File: src/rtl/ssb_pkg.sv
// Shared widths, codes and register indexes for the subset-sum search core.
`default_nettype none
package ssb_pkg;

  localparam int SUM_W      = 20;  // running, remaining and target sums
  localparam int COUNT_W    = 5;   // element_count register
  localparam int MODE_W     = 2;
  localparam int INDEX_W    = 4;
  localparam int WEIGHT_W   = 16;  // weight_value payload field
  localparam int MASK_W     = 16;  // subset_mask result field
  localparam int CFG_IDX_W  = 1;
  localparam int CFG_DATA_W = 20;

  localparam logic [MODE_W-1:0] MODE_LOAD    = 2'd0;
  localparam logic [MODE_W-1:0] MODE_RESTART = 2'd1;
  localparam logic [MODE_W-1:0] MODE_NEXT    = 2'd2;

  localparam logic [CFG_IDX_W-1:0] REG_TARGET_SUM    = 1'b0;
  localparam logic [CFG_IDX_W-1:0] REG_ELEMENT_COUNT = 1'b1;

  localparam logic [COUNT_W-1:0] ELEMENT_COUNT_RESET = 5'd16;

endpackage
`default_nettype wire

File: src/rtl/ssb_req_if.sv
// Request channel: load, restart and next-solution items.
`default_nettype none
interface ssb_req_if;
  import ssb_pkg::*;

  logic                valid;
  logic                ready;
  logic [MODE_W-1:0]   mode;
  logic [INDEX_W-1:0]  index;
  logic [WEIGHT_W-1:0] weight_value;

  modport source (output valid, output mode, output index, output weight_value,
                  input ready);
  modport sink   (input valid, input mode, input index, input weight_value,
                  output ready);
endinterface
`default_nettype wire

File: src/rtl/ssb_rsp_if.sv
// Result channel: found subset or exhausted indication.
`default_nettype none
interface ssb_rsp_if;
  import ssb_pkg::*;

  logic              valid;
  logic              ready;
  logic              found;
  logic [MASK_W-1:0] subset_mask;
  logic              exhausted;

  modport source (output valid, output found, output subset_mask, output exhausted,
                  input ready);
  modport sink   (input valid, input found, input subset_mask, input exhausted,
                  output ready);
endinterface
`default_nettype wire

File: src/rtl/ssb_ram.sv
// Generic single-write, single-read RAM with registered read data.
`default_nettype none
module ssb_ram #(
  parameter int WIDTH = 16,
  parameter int DEPTH = 16
) (
  input  wire logic                     clk,
  input  wire logic                     we,
  input  wire logic [$clog2(DEPTH)-1:0] waddr,
  input  wire logic [WIDTH-1:0]         wdata,
  input  wire logic                     re,
  input  wire logic [$clog2(DEPTH)-1:0] raddr,
  output logic      [WIDTH-1:0]         rdata
);

  logic [WIDTH-1:0] mem [DEPTH];

  always_ff @(posedge clk) begin
    if (we) begin
      mem[waddr] <= wdata;
    end
    if (re) begin
      rdata <= mem[raddr];
    end
  end

endmodule
`default_nettype wire

File: src/rtl/subset_sum_backtrack_search_core.sv
// Top level of the sum-of-subsets backtracking search core.
`default_nettype none
// Depth-first sum-of-subsets search over up to ELEMENTS weights held in a
// one-port-read weight RAM. A load writes one weight into the RAM. A restart
// streams the weights of the n active elements out of the RAM into the
// remaining total. A next-solution request visits tree nodes and takes
// backtrack steps until it finds a subset or climbs back to the root and
// reports the answer exhausted; a full output register stalls it. Every
// node and every backtrack step waits for the registered RAM read of its
// weight. Requests are taken only between operations; a finished result
// waits in the output register while the following loads or restarts are
// accepted. Weights are expected in ascending order for exact pruning.
module subset_sum_backtrack_search_core #(
  parameter int ELEMENTS    = 16,
  parameter int WEIGHT_BITS = 16
) (
  input  wire logic                             clk,
  input  wire logic                             rst,
  input  wire logic                             cfg_we,
  input  wire logic [ssb_pkg::CFG_IDX_W-1:0]    cfg_index,
  input  wire logic [ssb_pkg::CFG_DATA_W-1:0]   cfg_data,
  ssb_req_if.sink                               req,
  ssb_rsp_if.source                             rsp
);
  import ssb_pkg::*;

  localparam int AW = $clog2(ELEMENTS);
  localparam int LW = $clog2(ELEMENTS + 1);
  localparam int CW = ((WEIGHT_BITS > SUM_W) ? WEIGHT_BITS : SUM_W) + 1;

  typedef enum logic [5:0] {
    S_IDLE     = 6'b000001,
    S_SUM      = 6'b000010,
    S_NODE_RD  = 6'b000100,
    S_NODE_EV  = 6'b001000,
    S_CLIMB_RD = 6'b010000,
    S_CLIMB_UP = 6'b100000
  } state_t;

  state_t               state, state_next;
  logic [SUM_W-1:0]     target_sum;
  logic [COUNT_W-1:0]   element_count;
  logic [LW-1:0]        active, active_next;
  logic [LW-1:0]        depth, depth_next;
  logic [LW-1:0]        cnt, cnt_next;
  logic                 pend, pend_next;
  logic [SUM_W-1:0]     running, running_next;
  logic [SUM_W-1:0]     remaining, remaining_next;
  logic [ELEMENTS-1:0]  inc, inc_next;
  logic                 search_over, search_over_next;
  logic                 after_found, after_found_next;
  logic                 out_valid, out_valid_next;
  logic                 out_found, out_found_next;
  logic [MASK_W-1:0]    out_mask, out_mask_next;
  logic                 out_exh, out_exh_next;

  logic                   ram_we, ram_re;
  logic [AW-1:0]          ram_waddr, ram_raddr;
  logic [WEIGHT_BITS-1:0] ram_wdata, ram_rdata;

  logic [LW-1:0]    n_clamp;
  logic [AW-1:0]    lvl_addr, up_addr;
  logic [SUM_W-1:0] w_sum;
  logic [CW-1:0]    sr_c, sw_c, tgt_c;
  logic             node_ok, out_free, accept;

  ssb_ram #(
    .WIDTH (WEIGHT_BITS),
    .DEPTH (ELEMENTS)
  ) u_weights (
    .clk   (clk),
    .we    (ram_we),
    .waddr (ram_waddr),
    .wdata (ram_wdata),
    .re    (ram_re),
    .raddr (ram_raddr),
    .rdata (ram_rdata)
  );

  assign req.ready       = (state == S_IDLE);
  assign accept          = req.valid && req.ready;
  assign rsp.valid       = out_valid;
  assign rsp.found       = out_found;
  assign rsp.subset_mask = out_mask;
  assign rsp.exhausted   = out_exh;
  assign out_free        = !out_valid || rsp.ready;

  assign ram_we    = accept && (req.mode == MODE_LOAD) && (32'(req.index) < ELEMENTS);
  assign ram_waddr = AW'(req.index);
  assign ram_wdata = WEIGHT_BITS'(req.weight_value);

  always_comb begin
    if (element_count == '0) begin
      n_clamp = LW'(1);
    end else if (32'(element_count) > ELEMENTS) begin
      n_clamp = LW'(ELEMENTS);
    end else begin
      n_clamp = LW'(element_count);
    end
  end

  assign lvl_addr = (32'(depth) < ELEMENTS) ? AW'(depth) : '0;
  assign up_addr  = AW'(depth - LW'(1));
  assign w_sum    = SUM_W'(ram_rdata);
  assign tgt_c    = CW'(target_sum);
  assign sr_c     = CW'(running) + CW'(remaining);
  assign sw_c     = CW'(running) + CW'(ram_rdata);
  // Bound test; beyond the last active level only an exact hit passes.
  assign node_ok  = (sr_c >= tgt_c) &&
                    ((running == target_sum) || ((depth < active) && (sw_c <= tgt_c)));

  always_comb begin
    state_next       = state;
    active_next      = active;
    depth_next       = depth;
    cnt_next         = cnt;
    pend_next        = pend;
    running_next     = running;
    remaining_next   = remaining;
    inc_next         = inc;
    search_over_next = search_over;
    after_found_next = after_found;
    out_valid_next   = out_valid && !rsp.ready;
    out_found_next   = out_found;
    out_mask_next    = out_mask;
    out_exh_next     = out_exh;
    ram_re           = 1'b0;
    ram_raddr        = lvl_addr;

    case (state)
      S_IDLE: begin
        if (accept) begin
          case (req.mode)
            MODE_RESTART: begin
              active_next      = n_clamp;
              remaining_next   = '0;
              running_next     = '0;
              inc_next         = '0;
              depth_next       = '0;
              search_over_next = 1'b0;
              cnt_next         = '0;
              pend_next        = 1'b0;
              state_next       = S_SUM;
            end
            MODE_NEXT: begin
              after_found_next = 1'b0;
              state_next       = S_NODE_RD;
            end
            default: begin
            end
          endcase
        end
      end

      S_SUM: begin
        // read of entry cnt overlaps accumulation of entry cnt-1
        if (pend) begin
          remaining_next = remaining + w_sum;
        end
        if (cnt != active) begin
          ram_re    = 1'b1;
          ram_raddr = AW'(cnt);
          cnt_next  = cnt + LW'(1);
          pend_next = 1'b1;
        end else begin
          pend_next = 1'b0;
          if (!pend) begin
            state_next = S_IDLE;
          end
        end
      end

      S_NODE_RD: begin
        if (search_over) begin
          if (out_free) begin
            out_valid_next = 1'b1;
            out_found_next = 1'b0;
            out_mask_next  = '0;
            out_exh_next   = 1'b1;
            state_next     = S_IDLE;
          end
        end else begin
          ram_re     = 1'b1;
          ram_raddr  = lvl_addr;
          state_next = S_NODE_EV;
        end
      end

      S_NODE_EV: begin
        if (!node_ok) begin
          state_next = S_CLIMB_RD;
        end else if (running == target_sum) begin
          if (out_free) begin
            out_valid_next   = 1'b1;
            out_found_next   = 1'b1;
            out_mask_next    = MASK_W'(inc);
            out_exh_next     = 1'b0;
            after_found_next = 1'b1;
            state_next       = S_CLIMB_RD;
          end
        end else begin
          inc_next[lvl_addr] = 1'b1;
          running_next       = running + w_sum;
          remaining_next     = remaining - w_sum;
          depth_next         = depth + LW'(1);
          state_next         = S_NODE_RD;
        end
      end

      S_CLIMB_RD: begin
        if (depth == '0) begin
          search_over_next = 1'b1;
          state_next       = after_found ? S_IDLE : S_NODE_RD;
        end else begin
          ram_re     = 1'b1;
          ram_raddr  = up_addr;
          state_next = S_CLIMB_UP;
        end
      end

      S_CLIMB_UP: begin
        if (inc[up_addr]) begin
          // switch the included branch to its exclude sibling
          inc_next[up_addr] = 1'b0;
          running_next      = running - w_sum;
          state_next        = after_found ? S_IDLE : S_NODE_RD;
        end else begin
          remaining_next = remaining + w_sum;
          depth_next     = depth - LW'(1);
          state_next     = S_CLIMB_RD;
        end
      end

      default: begin
        state_next = S_IDLE;
      end
    endcase
  end

  always_ff @(posedge clk) begin
    if (rst) begin
      state         <= S_IDLE;
      target_sum    <= '0;
      element_count <= ELEMENT_COUNT_RESET;
      active        <= LW'(1);
      depth         <= '0;
      cnt           <= '0;
      pend          <= 1'b0;
      running       <= '0;
      remaining     <= '0;
      inc           <= '0;
      search_over   <= 1'b1;
      after_found   <= 1'b0;
      out_valid     <= 1'b0;
    end else begin
      state       <= state_next;
      active      <= active_next;
      depth       <= depth_next;
      cnt         <= cnt_next;
      pend        <= pend_next;
      running     <= running_next;
      remaining   <= remaining_next;
      inc         <= inc_next;
      search_over <= search_over_next;
      after_found <= after_found_next;
      out_valid   <= out_valid_next;
      if (cfg_we) begin
        case (cfg_index)
          REG_TARGET_SUM:    target_sum    <= SUM_W'(cfg_data);
          REG_ELEMENT_COUNT: element_count <= COUNT_W'(cfg_data);
          default: begin
          end
        endcase
      end
    end
  end

  always_ff @(posedge clk) begin
    out_found <= out_found_next;
    out_mask  <= out_mask_next;
    out_exh   <= out_exh_next;
  end

`ifndef SYNTHESIS
  a_state_onehot: assert property (@(posedge clk) disable iff (rst) $onehot(state))
    else $error("search state not one-hot");

  a_depth_bound: assert property (@(posedge clk) disable iff (rst)
    depth <= active)
    else $error("search depth beyond active element count");

  a_restart_arms: assert property (@(posedge clk) disable iff (rst)
    (accept && req.mode == MODE_RESTART) |=> (!search_over && state == S_SUM))
    else $error("restart did not arm the search");

  a_exh_clean: assert property (@(posedge clk) disable iff (rst)
    (rsp.valid && rsp.exhausted) |-> (!rsp.found && rsp.subset_mask == '0))
    else $error("exhausted result carries a subset");

  a_result_only_on_next: assert property (@(posedge clk) disable iff (rst)
    ($rose(out_valid)) |-> ($past(state) == S_NODE_RD || $past(state) == S_NODE_EV))
    else $error("result issued outside a next-solution search");
`endif

endmodule
`default_nettype wire
File: src/flat_wrapper.sv
// flat-port wrapper written by rule: the top's interface ports become plain ports
module subset_sum_backtrack_search_core_flat import ssb_pkg::*;
#(
  parameter int ELEMENTS    = 16,
  parameter int WEIGHT_BITS = 16
)
  (clk, rst, cfg_we, cfg_index, cfg_data, req_valid, req_mode, req_index, req_weight_value, req_ready, rsp_valid, rsp_found, rsp_subset_mask, rsp_exhausted, rsp_ready);
  ssb_req_if req_i ();
  ssb_rsp_if rsp_i ();
  input  wire logic clk;
  input  wire logic rst;
  input  wire logic cfg_we;
  input  wire logic [ssb_pkg::CFG_IDX_W-1:0] cfg_index;
  input  wire logic [ssb_pkg::CFG_DATA_W-1:0] cfg_data;
  input wire logic [$bits(req_i.valid)-1:0] req_valid;
  input wire logic [$bits(req_i.mode)-1:0] req_mode;
  input wire logic [$bits(req_i.index)-1:0] req_index;
  input wire logic [$bits(req_i.weight_value)-1:0] req_weight_value;
  output wire logic [$bits(req_i.ready)-1:0] req_ready;
  output wire logic [$bits(rsp_i.valid)-1:0] rsp_valid;
  output wire logic [$bits(rsp_i.found)-1:0] rsp_found;
  output wire logic [$bits(rsp_i.subset_mask)-1:0] rsp_subset_mask;
  output wire logic [$bits(rsp_i.exhausted)-1:0] rsp_exhausted;
  input wire logic [$bits(rsp_i.ready)-1:0] rsp_ready;
  assign req_i.valid = req_valid;
  assign req_i.mode = req_mode;
  assign req_i.index = req_index;
  assign req_i.weight_value = req_weight_value;
  assign req_ready = req_i.ready;
  assign rsp_valid = rsp_i.valid;
  assign rsp_found = rsp_i.found;
  assign rsp_subset_mask = rsp_i.subset_mask;
  assign rsp_exhausted = rsp_i.exhausted;
  assign rsp_i.ready = rsp_ready;
  subset_sum_backtrack_search_core #(.ELEMENTS(ELEMENTS), .WEIGHT_BITS(WEIGHT_BITS)) u_core (.clk(clk), .rst(rst), .cfg_we(cfg_we), .cfg_index(cfg_index), .cfg_data(cfg_data), .req(req_i), .rsp(rsp_i));
endmodule
File: config.mk
export PLATFORM = sky130hd
export DESIGN_NAME = subset_sum_backtrack_search_core_flat
export DESIGN_NICKNAME = d
export VERILOG_FILES = /design/src/rtl/ssb_pkg.sv /design/src/rtl/ssb_req_if.sv /design/src/rtl/ssb_rsp_if.sv /design/src/rtl/ssb_ram.sv /design/src/rtl/subset_sum_backtrack_search_core.sv /design/src/flat_wrapper.sv
export SDC_FILE = /design/constraint.sdc
export NUM_CORES = 1
export LEC_CHECK = 0
export ABC_AREA = 1
export BUFFER_PORTS_ARGS = -buffer_cell sky130_fd_sc_hd__buf_2
export CORE_MARGIN = 2
export CORE_UTILIZATION = 63
export CTS_CLUSTER_DIAMETER = 60
export CTS_CLUSTER_SIZE = 8
export DETAILED_ROUTE_END_ITERATION = 16
export PLACE_DENSITY = 0.86
export SLEW_MARGIN = 10
export SYNTH_ARGS = -nofsm -noshare
export SYNTH_HDL_FRONTEND = slang
export SYNTH_SLANG_ARGS = --single-unit
File: constraint.sdc
create_clock -name clk -period 5.9 [get_ports clk]
set_input_delay 0 -clock clk [delete_from_list [all_inputs] [get_ports clk]]
set_output_delay 0 -clock clk [all_outputs]
set_load 0.05 [all_outputs]
==> impl_metrics.toml <==
[status]
status = "completed"

[routing]
wirelength_mm = 66.6
via_per_inst = 6.29
wl_per_cell_um = 20.6
antenna_left = 0
dr.pass1.iters = 6
drt-initial-drc-count = 2470
vias = 20300
drc_errors = 0

[worst_setup_path]
endpoint = "u_core.remaining[15]"
r2r_cells = 30
r2r_end = "u_core.remaining[15]"
cp_common_cell = "nand2_1"
rrSetupSlack_ps = 750
cp-end-kind = "flop"
start_kind = "flop"
r2r_start = "u_core.remaining[0]"
critPathArrivalTime_ps = 5700
critPathSlowestCell = "nand3_2"
critPathMaxFanout = 24
max_stage_delay_ps = 530
path_class = "reg2reg"
critical_path.startpoint = "u_core.remaining[0]"
required_ps = 6450

[global_routing]
antenna_found_initial = 0
grt_overflow_total = 0
top_usage_layer = "met2"
grt_use_met3 = 0.0668
grt_use_total = 0.350
grt_max_degree = 77
grt_pass1_wl_mm = 105
grt_pass1_vias = 19400
grt_use_met1 = 0.449
grt.met2_usage = 0.578

[floorplan]
dieArea_um2 = 37600
rows = 69
initial_utilization = 0.639
die_w_um = 194
coreArea_um2 = 35600
io_pins = 68
die_h_um = 194

[clock_tree]
ctsHtreeMaxLevel = 2
cts_buffers = 56
cts_resized = 0
clockBufferDepth = 3
cts_tree = "yes"
holdBufCountCts = 50
cts-root-buf = "clkbuf_16"
post_cts_buffers = 0
clock_sinks = 396
path_clk_slew_ps = 50
clk_latency_ps = 620

[yosys]
yosys-top-cells-area = "edfxtp_1 (38%), dfxtp_1 (9.3%), nand2_1 (7.5%)"
async_flop_share = 0
ys_seq_area_frac = 0.476
synth_edf_count = 290
avgSynthCellArea_um2 = 8.60
synthCells = 2642
syn-num-nets = 2822
synth_cell_types = 56
synth_top_cell_by_area = "edfxtp_1"
synth.ff_latch_count = 396
yosysWarnings = 0
synth.top_cell.area_share = 0.383
synth_area_um2 = 22700
synth_flop_cell = "edfxtp_1"

[sta]
rsz0062_at_grt = "no"
hold_viol = 0
report.final.slew_viol_count = 0
worst_slew_pin_slew_ps = 1270
max-slew-margin-rel = 0.152
finalCritPeriodShare = 0.873
max_freq_mhz = 194
fin_skew_ps = 12.3
fin_tns_setup_ps = 0
fin_crit_ps = 5150
setup_viol = 0

[run]
cap_violations = 0

[final_layout]
nets = 2913
syn2layout_area_growth_pct = 12.1
layout_common_cells = "nand2_1 (451), inv_1 (315), edfxtp_1 (290)"
fill_cells = 2581
layout_commonest_cell = "nand2_1"
layout-drive-gt1-share = 0.0868
n_antenna_cell = 0
final_util = 0.717

[placement]
place_hpwl_mm = 43.0
gp_congestion = 1.02
io_buffers = 67

[power_and_ir_drop]
max-vdd-ir-drop_mv = 0.382
powerDensity_nw_per_um2 = 458
p_leak_nw = 10.6

[min_path]
min_path_type = "in2reg"
-- cell type report --
type	instances	area [um2]	area share
Sequential cell	396	10800	0.425
Multi-Input combinational cell	1796	10100	0.397
Clock buffer	86	1550	0.0606
Inverter	333	1250	0.0491
Timing Repair Buffer	150	1100	0.0430
Tap cell	461	577	0.0226
Clock inverter	4	70.1	0.00275
-- report_power, final --
group	switching [mW]	internal [mW]
clock	1.21	1.78
sequential	0.369	3.26
combinational	3.28	1.78
-- sequential cells by signal, summed over array words and instances (netlist names) --
signal	flops
u_core.rsp.exhausted	1
u_core.state	6
u_core.element_count	5
u_core.rsp.found	1
u_core.inc	16
u_core.search_over	1
u_core.active	5
u_core.rsp.subset_mask	16
u_core.after_found	1
u_core.cnt	5
u_core.rsp.valid	1
u_core.depth	5
u_core.remaining	20
u_core.u_weights.mem	256
u_core.target_sum	20
u_core.u_weights.rdata	16
u_core.running	20
u_core.pend	1
-- Yosys cell counts (all sizes together), types with 40 or more instances --
master / n
nand2: 463
inv: 332
edfxtp: 290
o21ai: 256
a21oi: 233
nor2: 220
ha: 128
dfxtp: 106
nand3: 105
a31oi: 76
o211ai: 73
buf: 72
nand4: 68
clkbuf: 45
xor2: 40
-- worst min-delay path by stage --
stage                   startpoint  cells after the start                          end  slack (ps)
2_1_floorplan  req_weight_value[0]                      0   u_core.u_weights.mem[0][0]         100
3_3_place_gp           cfg_data[4]                      3      u_core.element_count[4]         240
3_5_place_dp           cfg_data[4]                      3      u_core.element_count[4]         240
4_1_cts               req_index[3]                      4  u_core.u_weights.mem[1][15]          20
5_1_grt               req_index[3]                      4  u_core.u_weights.mem[1][15]          90
6_report              req_index[3]                      4  u_core.u_weights.mem[1][15]          70
-- per-stage QoR --
stage | hold WS [ps] | cells | worst slack, ps | total power, mW | area, um2
after floorplan | 98.9 | 2642 | 1430 | 7.22 | 22700
after CTS | 17.6 | 3226 | 852 | 11.5 | 25500
after global placement | 242 | 3086 | 1110 | 8.37 | 23400
final | 74.9 | 3226 | 747 | 11.7 | 25500
after detailed placement | 238 | 3086 | 886 | 8.52 | 23400
after global routing | 85.6 | 3226 | 328 | 12.5 | 25500
-- kinds of logic after synthesis --
family | synth area share
flops | 0.476
buf+inv | 0.0806
compound gates | 0.172
simple gates | 0.175
fa+ha+maj | 0.0740
xor+xnor | 0.0223
-- per-layer routing --
layer	part of all wire	vias up
li1	-	9352
met1	0.38	9414
met2	0.47	1321
met3	0.11	208
met4	0.044	0
met5	0	-
-- worst max-delay path: cells and delay by family (launching register included) --
kind	cells	cell delay, ps
DFF	1	330
buffers and inverters	2	150
AOI/OAI and AO/OA	5	840
and+or+nand+nor	19	2560
adders and majority gates	3	1010
xor gates and xnor gates	1	180
(Power assumes the default switching activity.)
